File: config.mk
export PLATFORM = sky130hd
export DESIGN_NAME = priority_deadline_request_queue
export DESIGN_NICKNAME = d
export VERILOG_FILES = /design/src/sv/pdrq_pkg.sv /design/src/sv/pdrq_ram.sv /design/src/sv/priority_deadline_request_queue.sv
export SDC_FILE = /design/constraint.sdc
export NUM_CORES = 2
export LEC_CHECK = 0
export BUFFER_PORTS_ARGS = -buffer_cell sky130_fd_sc_hd__buf_2
export CAP_MARGIN = 20
export CORE_MARGIN = 8
export CORE_UTILIZATION = 36
export CTS_CLUSTER_SIZE = 14
export DETAILED_ROUTE_END_ITERATION = 8
export SYNTH_ARGS = -nofsm -noshare
export SYNTH_HDL_FRONTEND = slang
export SYNTH_SLANG_ARGS = --single-unit
File: constraint.sdc
create_clock -name clk -period 8.4 [get_ports clk]
set_input_delay 1.68 -clock clk [delete_from_list [all_inputs] [get_ports clk]]
set_output_delay 1.68 -clock clk [all_outputs]
set_load 0.02 [all_outputs]
File: src/sv/pdrq_pkg.sv
// pdrq_pkg: sizes, entry and result types and the ordering function of the
// priority deadline request queue; no dependencies
package pdrq_pkg;

	localparam int DEPTH   = 64;
	localparam int PRIO_W  = 8;
	localparam int DL_W    = 32;
	localparam int TAG_W   = 16;
	localparam int IDX_W   = $clog2(DEPTH);
	localparam int CNT_W   = $clog2(DEPTH + 1);

	localparam logic OP_PUSH = 1'b0;
	localparam logic OP_POP  = 1'b1;

	typedef struct packed {
		logic [PRIO_W-1:0] prio;
		logic [DL_W-1:0]   dl;
		logic [TAG_W-1:0]  tag;
	} entry_t;

	localparam int ENTRY_W = $bits(entry_t);

	typedef struct packed {
		logic              out_valid;
		logic [PRIO_W-1:0] prio;
		logic [DL_W-1:0]   dl;
		logic [TAG_W-1:0]  tag;
		logic              refused;
		logic              empty;
		logic [CNT_W-1:0]  count;
	} result_t;

	typedef enum logic [1:0] {
		ST_IDLE,
		ST_SCAN,
		ST_SHIFT
	} state_t;

	// true when entry a must leave before the older entry b
	function automatic logic beats(input entry_t a, input entry_t b);
		logic r;
		if (a.prio != b.prio) begin
			r = (a.prio > b.prio);
		end else begin
			r = (a.dl < b.dl);
		end
		return r;
	endfunction

endpackage

File: src/sv/pdrq_ram.sv
// pdrq_ram: generic single write, single read memory with registered read data
// no dependencies
module pdrq_ram #(
	parameter int WIDTH = 8,
	parameter int DEPTH = 16
) (
	input  logic                     clk,
	input  logic                     we,
	input  logic [$clog2(DEPTH)-1:0] waddr,
	input  logic [WIDTH-1:0]         wdata,
	input  logic [$clog2(DEPTH)-1:0] raddr,
	output logic [WIDTH-1:0]         rdata
);

	logic [WIDTH-1:0] mem [DEPTH];
	logic [WIDTH-1:0] rdata_q;

	always_ff @(posedge clk) begin
		if (we) begin
			mem[waddr] <= wdata;
		end
		rdata_q <= mem[raddr];
	end

	assign rdata = rdata_q;

endmodule

File: src/sv/priority_deadline_request_queue.sv
// priority_deadline_request_queue: top level of the request scheduler queue
// depends on pdrq_pkg and pdrq_ram
//
// usage
// - input channel (in_valid/in_ready) takes one word per access: operation
//   selects push or pop; priority_req, deadline and request_tag matter on push
// - result channel (res_valid/res_ready) gives exactly one word per access:
//   the popped request (out_valid high) or zeros, push_refused, queue_empty
//   and pending_count after the access
// - entries sit in a memory in arrival order; a pop scans all pending entries
//   through one shared comparator (one entry per cycle, registered memory read)
//   and then closes the gap by moving each later entry down one slot
// - results: push, refused push and pop from empty give their word on the
//   cycle after acceptance; a pop gives its word once the scan and then the
//   shift have run through the pending entries
// - throughput: the next access is taken in the cycle the word leaves, so one
//   push per cycle at best; a pop holds off the next access until its word is out
// - in_ready is high only while the sequencer is idle and the result register
//   is free or being emptied; a stalled receiver holds the result word, and the
//   result register is always free by the time a pop finishes
// - reset empties the queue; memory contents are never cleared, since only
//   data from slots below the count is ever used
module priority_deadline_request_queue (
	input  logic                       clk,
	input  logic                       arst_n,
	input  logic                       in_valid,
	output logic                       in_ready,
	input  logic                       operation,
	input  logic [pdrq_pkg::PRIO_W-1:0] priority_req,
	input  logic [pdrq_pkg::DL_W-1:0]   deadline,
	input  logic [pdrq_pkg::TAG_W-1:0]  request_tag,
	output logic                       res_valid,
	input  logic                       res_ready,
	output logic                       out_valid,
	output logic [pdrq_pkg::PRIO_W-1:0] out_priority,
	output logic [pdrq_pkg::DL_W-1:0]   out_deadline,
	output logic [pdrq_pkg::TAG_W-1:0]  out_tag,
	output logic                       push_refused,
	output logic                       queue_empty,
	output logic [pdrq_pkg::CNT_W-1:0]  pending_count
);

	localparam int IDX_W = pdrq_pkg::IDX_W;
	localparam int CNT_W = pdrq_pkg::CNT_W;

	// sequencer and bookkeeping
	pdrq_pkg::state_t  state_q, state_d;
	logic [CNT_W-1:0]  count_q, count_d;
	logic [CNT_W-1:0]  scan_q, scan_d;       // next slot to read during the scan
	logic              data_vld_q, data_vld_d;
	logic [IDX_W-1:0]  data_idx_q, data_idx_d; // slot whose data is on rdata
	pdrq_pkg::entry_t  best_q, best_d;
	logic [IDX_W-1:0]  best_idx_q, best_idx_d;
	logic [CNT_W-1:0]  src_q, src_d;         // next slot to read during the shift
	logic              wvld_q, wvld_d;
	logic [IDX_W-1:0]  widx_q, widx_d;

	// result register
	logic              res_valid_q, res_valid_d;
	pdrq_pkg::result_t res_q, res_d;

	// memory port signals
	logic              mem_we;
	logic [IDX_W-1:0]  mem_waddr;
	pdrq_pkg::entry_t  mem_wdata;
	logic [IDX_W-1:0]  mem_raddr;
	logic [pdrq_pkg::ENTRY_W-1:0] mem_rdata;
	pdrq_pkg::entry_t  rd_entry;

	// shared compare unit
	logic              take;
	pdrq_pkg::entry_t  new_best;
	logic [IDX_W-1:0]  new_idx;
	logic              scan_last;
	logic              out_free;
	logic              accept;

	assign rd_entry = pdrq_pkg::entry_t'(mem_rdata);
	assign out_free = !res_valid_q || res_ready;
	assign in_ready = (state_q == pdrq_pkg::ST_IDLE) && out_free;
	assign accept   = in_valid && in_ready;

	// first entry seeds the winner; a later one must strictly beat it
	assign take      = data_vld_q
		&& ((data_idx_q == '0) || pdrq_pkg::beats(rd_entry, best_q));
	assign new_best  = take ? rd_entry : best_q;
	assign new_idx   = take ? data_idx_q : best_idx_q;
	assign scan_last = data_vld_q && ({1'b0, data_idx_q} == (count_q - CNT_W'(1)));

	pdrq_ram #(
		.WIDTH (pdrq_pkg::ENTRY_W),
		.DEPTH (pdrq_pkg::DEPTH)
	) u_ram (
		.clk   (clk),
		.we    (mem_we),
		.waddr (mem_waddr),
		.wdata (mem_wdata),
		.raddr (mem_raddr),
		.rdata (mem_rdata)
	);

	always_ff @(posedge clk or negedge arst_n) begin
		if (!arst_n) begin
			state_q     <= pdrq_pkg::ST_IDLE;
			count_q     <= '0;
			data_vld_q  <= 1'b0;
			wvld_q      <= 1'b0;
			res_valid_q <= 1'b0;
		end else begin
			state_q     <= state_d;
			count_q     <= count_d;
			data_vld_q  <= data_vld_d;
			wvld_q      <= wvld_d;
			res_valid_q <= res_valid_d;
		end
	end

	// payload and index registers need no reset
	always_ff @(posedge clk) begin
		scan_q     <= scan_d;
		data_idx_q <= data_idx_d;
		best_q     <= best_d;
		best_idx_q <= best_idx_d;
		src_q      <= src_d;
		widx_q     <= widx_d;
		res_q      <= res_d;
	end

	always_comb begin
		state_d     = state_q;
		count_d     = count_q;
		scan_d      = scan_q;
		data_vld_d  = 1'b0;
		data_idx_d  = data_idx_q;
		best_d      = best_q;
		best_idx_d  = best_idx_q;
		src_d       = src_q;
		wvld_d      = 1'b0;
		widx_d      = widx_q;
		res_valid_d = res_valid_q && !res_ready;
		res_d       = res_q;

		mem_we    = 1'b0;
		mem_waddr = widx_q;
		mem_wdata = rd_entry;
		mem_raddr = scan_q[IDX_W-1:0];

		case (state_q)
			pdrq_pkg::ST_IDLE: begin
				if (accept) begin
					res_d = '0;
					if (operation == pdrq_pkg::OP_PUSH) begin
						res_valid_d = 1'b1;
						if (count_q == CNT_W'(pdrq_pkg::DEPTH)) begin
							// full: drop the request
							res_d.refused = 1'b1;
							res_d.count   = count_q;
						end else begin
							mem_we         = 1'b1;
							mem_waddr      = count_q[IDX_W-1:0];
							mem_wdata.prio = priority_req;
							mem_wdata.dl   = deadline;
							mem_wdata.tag  = request_tag;
							count_d        = count_q + CNT_W'(1);
							res_d.count    = count_q + CNT_W'(1);
						end
						res_d.empty = 1'b0;
						if (count_q == '0 && res_d.refused) begin
							res_d.empty = 1'b1;
						end
					end else if (count_q == '0) begin
						// pop from empty queue
						res_valid_d = 1'b1;
						res_d.empty = 1'b1;
					end else begin
						scan_d  = '0;
						state_d = pdrq_pkg::ST_SCAN;
					end
				end
			end

			pdrq_pkg::ST_SCAN: begin
				mem_raddr = scan_q[IDX_W-1:0];
				if (scan_q < count_q) begin
					scan_d     = scan_q + CNT_W'(1);
					data_vld_d = 1'b1;
					data_idx_d = scan_q[IDX_W-1:0];
				end
				if (data_vld_q) begin
					best_d     = new_best;
					best_idx_d = new_idx;
				end
				if (scan_last) begin
					src_d   = CNT_W'(new_idx) + CNT_W'(1);
					state_d = pdrq_pkg::ST_SHIFT;
				end
			end

			pdrq_pkg::ST_SHIFT: begin
				// read slot src, write it one slot down on the next cycle
				mem_raddr = src_q[IDX_W-1:0];
				mem_we    = wvld_q;
				mem_waddr = widx_q;
				mem_wdata = rd_entry;
				if (src_q < count_q) begin
					src_d  = src_q + CNT_W'(1);
					wvld_d = 1'b1;
					widx_d = IDX_W'(src_q - CNT_W'(1));
				end else if (!wvld_q && out_free) begin
					res_valid_d     = 1'b1;
					res_d.out_valid = 1'b1;
					res_d.prio      = best_q.prio;
					res_d.dl        = best_q.dl;
					res_d.tag       = best_q.tag;
					res_d.refused   = 1'b0;
					res_d.count     = count_q - CNT_W'(1);
					res_d.empty     = (count_q == CNT_W'(1));
					count_d         = count_q - CNT_W'(1);
					state_d         = pdrq_pkg::ST_IDLE;
				end
			end

			default: begin
				state_d = pdrq_pkg::ST_IDLE;
			end
		endcase
	end

	assign res_valid     = res_valid_q;
	assign out_valid     = res_q.out_valid;
	assign out_priority  = res_q.prio;
	assign out_deadline  = res_q.dl;
	assign out_tag       = res_q.tag;
	assign push_refused  = res_q.refused;
	assign queue_empty   = res_q.empty;
	assign pending_count = res_q.count;

endmodule

==> impl_metrics.yaml <==
sta:
  period_needed_ns: 5.716
  final_hold_viol_count: 0
  finalCritPeriodShare: 0.6805
  drv_slew: 0
  tns_ns: 0
  tightestPinTransition_ns: 1.275
  fin_ws_ns: 2.684
  finalSetupViolCount: 0
  slew-limit-headroom: 0.1501
  rsz0062_at_grt: "no"
  skew_ns: 0.07725
  max_freq_mhz: 174.9
floorplan:
  io_pins: 129
  start_util: 0.3618
  num_rows: 234
  dieArea_um2: 429500
  die_h_um: 655.3
  die_width_um: 655.3
  core-area_um2: 406700
place:
  dp_cells: 12530
  gp_congestion: 0.8085
  place_ws_ns: 1.839
  placedInstanceArea_um2: 156200
  dp_hpwl_um: 236000
  portBuffers: 128
synth:
  yosys-mux-area-fraction: 0.1384
  syn_inst: 7123
  synthFlopType: "edfxtp_1"
  synth_area_um2: 147100
  avgSynthCellArea_um2: 20.66
  synth.distinct_cells: 58
  syn_nets: 7241
  synthAdderAreaFrac: 0.004847
  synth_top_family_by_area: "multiplexers"
  synthSimpleGateAreaFrac: 0.03375
  synth_xor_area_frac: 0.001845
  synth_seq_area_share: 0.7725
  synth-compound-area-share: 0.03428
  async_flop_share: 0.003153
  synth_edf_count: 3738
  synth_seq_cells: 3806
  synth_warnings: 0
global_routing:
  grt_pass1_wl_um: 570900
  grt_pass1_vias: 75173
  antenna_found_initial: 14
  grt_max_degree: 90
  grt_use_total: 0.1837
  grt.overflow.total: 0
drt:
  drt_iter0_markers: 7908
  vias_per_cell: 5.550
  wl_um: 403500
  wl_per_cell_um: 30.45
  vias: 73544
  drtPass1Iterations: 7
  antenna_left: 0
  drc: 0
clocking:
  cts_buffers: 379
  cts_sinks: 3806
  root_buffer: "clkbuf_16"
  ctsResizeCount: 0
  cts_tree: "yes"
  ctsHoldBuffers: 0
  insertion_delay_ns: 0.95
  cts_setup_buffers: 0
  htree_levels: 5
  path_clk_slew_ns: 0.06
  cts.path.max_buffers: 4
cells_and_area:
  mostFrequentLayoutCell: "edfxtp_1"
  final_cells: 13251
  mostFrequentLayoutCells: "edfxtp_1 (3738), mux4_2 (896), nand2_1 (645), clkbuf_16 (388), a211oi_1 (282)"
  nets: 7610
  register_area_um2: 113700
  areaGrowthSynthToFinish_pct: 14.64
  multi_input_comb_area_um2: 32060
  drive_above_1_share: 0.2484
  final_area_um2: 168700
  fill_cells: 35292
worst_setup_path:
  crit_start: "res_ready"
  required_ns: 8.94
  reg2reg_to: "u_ram.mem[13][2]"
  reg2reg_depth: 9
  r2r_setup_slack_ns: 2.86
  cp-start-kind: "primary input"
  criticalPathCategory: "in2reg"
  rr_startpoint: "count_q[0]"
  crit_arrival_ns: 6.25
  end_kind: "flip-flop"
  critPathMaxFanout: 34
power_and_ir_drop:
  p_comb_frac: 0.309
  sw_frac_of_total: 0.3334
  ir_drop_v: 0.0002740
  p_clk_frac: 0.280
  leakagePower_nw: 52.94
  power_frac_seq: 0.411
  power.internal_w: 0.04017
  power_density_nw_per_um2: 357.3
  net-switching-power_w: 0.02009
min_path:
  worstHoldPathType: "reg2reg"
  whs_path_depth: 0
  min-delay-start: "u_ram.rdata[2]"
  whs_endpoint: "best_q[2]"
outcome:
  status: "finished clean"
run:
  drv_cap: 0
[metrics by stage]
stage / total power, W / util / hold WS (ns)
after floorplan: 0.03608 / - / 0.4081
after global placement: 0.04362 / 0.3838 / 0.4266
after detailed placement: 0.04401 / 0.3840 / 0.4254
after CTS: 0.06075 / 0.4143 / 0.4532
after global routing: 0.06234 / 0.4148 / 0.4512
final: 0.06026 / 0.4148 / 0.4462
[cells by family after synthesis]
kind of cell             Yosys count
AO/OA/AOI/OAI                    720
XOR/XNOR                          31
adder cells (fa/ha/maj)           57
buffers and inverters            476
flip-flops                      3806
multiplexers                     913
AND/OR/NAND/NOR                 1120
[critical path: stages]
cell	delay (ns)
buf_2	0.08
nor2b_1	0.11
nor3_1	0.39
nand2_1	0.26
nor3_2	0.53
buf_4	0.41
mux2i_1	0.41
nand2_1	0.54
nor2_4	0.88
buf_4	0.78
[power groups by stage]
stage          registers [W]  clock network (W)  logic (W)
4_1_cts               0.0248             0.0171     0.0188
2_1_floorplan         0.0251                  0     0.0110
3_5_place_dp          0.0252                  0     0.0188
5_1_grt               0.0248             0.0178     0.0197
6_report              0.0248             0.0169     0.0186
3_3_place_gp          0.0252                  0     0.0184
[per-layer routing]
layer  GRT usage  wire [um]  share of wire  vias to the layer above
li1            -          -              -                    30148
met1      0.2450     160700           0.40                    39722
met2      0.3109     200100           0.50                     3103
met3     0.02454      26950          0.067                      571
met4     0.06348      15850          0.039                        0
met5           0          0              0                        -
[worst max path at each step]
stage                                    to  slack [ns]  depth (start not counted)
after floorplan            u_ram.mem[51][0]        1.79                         10
after global placement    u_ram.mem[12][51]        1.79                         10
after detailed placement  u_ram.mem[13][29]        1.84                         10
after CTS                  u_ram.mem[13][3]        2.79                         10
after global routing       u_ram.mem[13][3]        2.60                         10
final                      u_ram.mem[13][2]        2.68                         10
[cell type report]
cell class                 instances  share of cell area
antenna                           12           0.0001780
sequential                      3806              0.6739
tap                             5428             0.04026
timing repair buffer             404             0.02120
inverter                          60            0.001335
clock inverter                   204             0.01253
clock buffer                     496             0.06056
multi-input combinational       2841              0.1901
[sequential cells by signal (all words and copies together) (netlist names)]
signal,count
u_ram.mem,3584
best_q,56
u_ram.rdata,56
out_deadline,32
out_tag,16
out_priority,8
count_q,7
pending_count,7
scan_q,7
src_q,7
best_idx_q,6
data_idx_q,6
widx_q,6
state_q,2
data_vld_q,1
out_valid,1
push_refused,1
queue_empty,1
res_valid,1
wvld_q,1
[synthesized netlist by cell type (all sizes together), types with 6 or more instances]
| library cell | number | area [um^2] |
|---|---|---|
| edfxtp | 3738 | 112200 |
| mux4 | 896 | 20180 |
| nand2 | 667 | 2504 |
| a211oi | 283 | 2125 |
| and2 | 244 | 1526 |
| clkbuf | 220 | 825.8 |
| buf | 196 | 1072 |
| nor2 | 143 | 536.8 |
| a21oi | 137 | 689.4 |
| a31oi | 116 | 725.7 |
| a311oi | 112 | 980.9 |
| inv | 59 | 221.5 |
| ha | 57 | 713.2 |
| dfxtp | 56 | 1121 |
| o21ai | 20 | 100.1 |
| xnor2 | 20 | 175.2 |
| nand3 | 15 | 75.07 |
| a21o | 14 | 105.1 |
| mux2i | 13 | 130.1 |
| dfrtp | 12 | 300.3 |
| nand4 | 12 | 75.07 |
| nor3 | 11 | 60.06 |
| xor2 | 11 | 96.34 |
| nand2b | 9 | 56.30 |
| o21a | 8 | 60.06 |
| o21bai | 6 | 45.04 |
(Power assumes the default switching activity.)
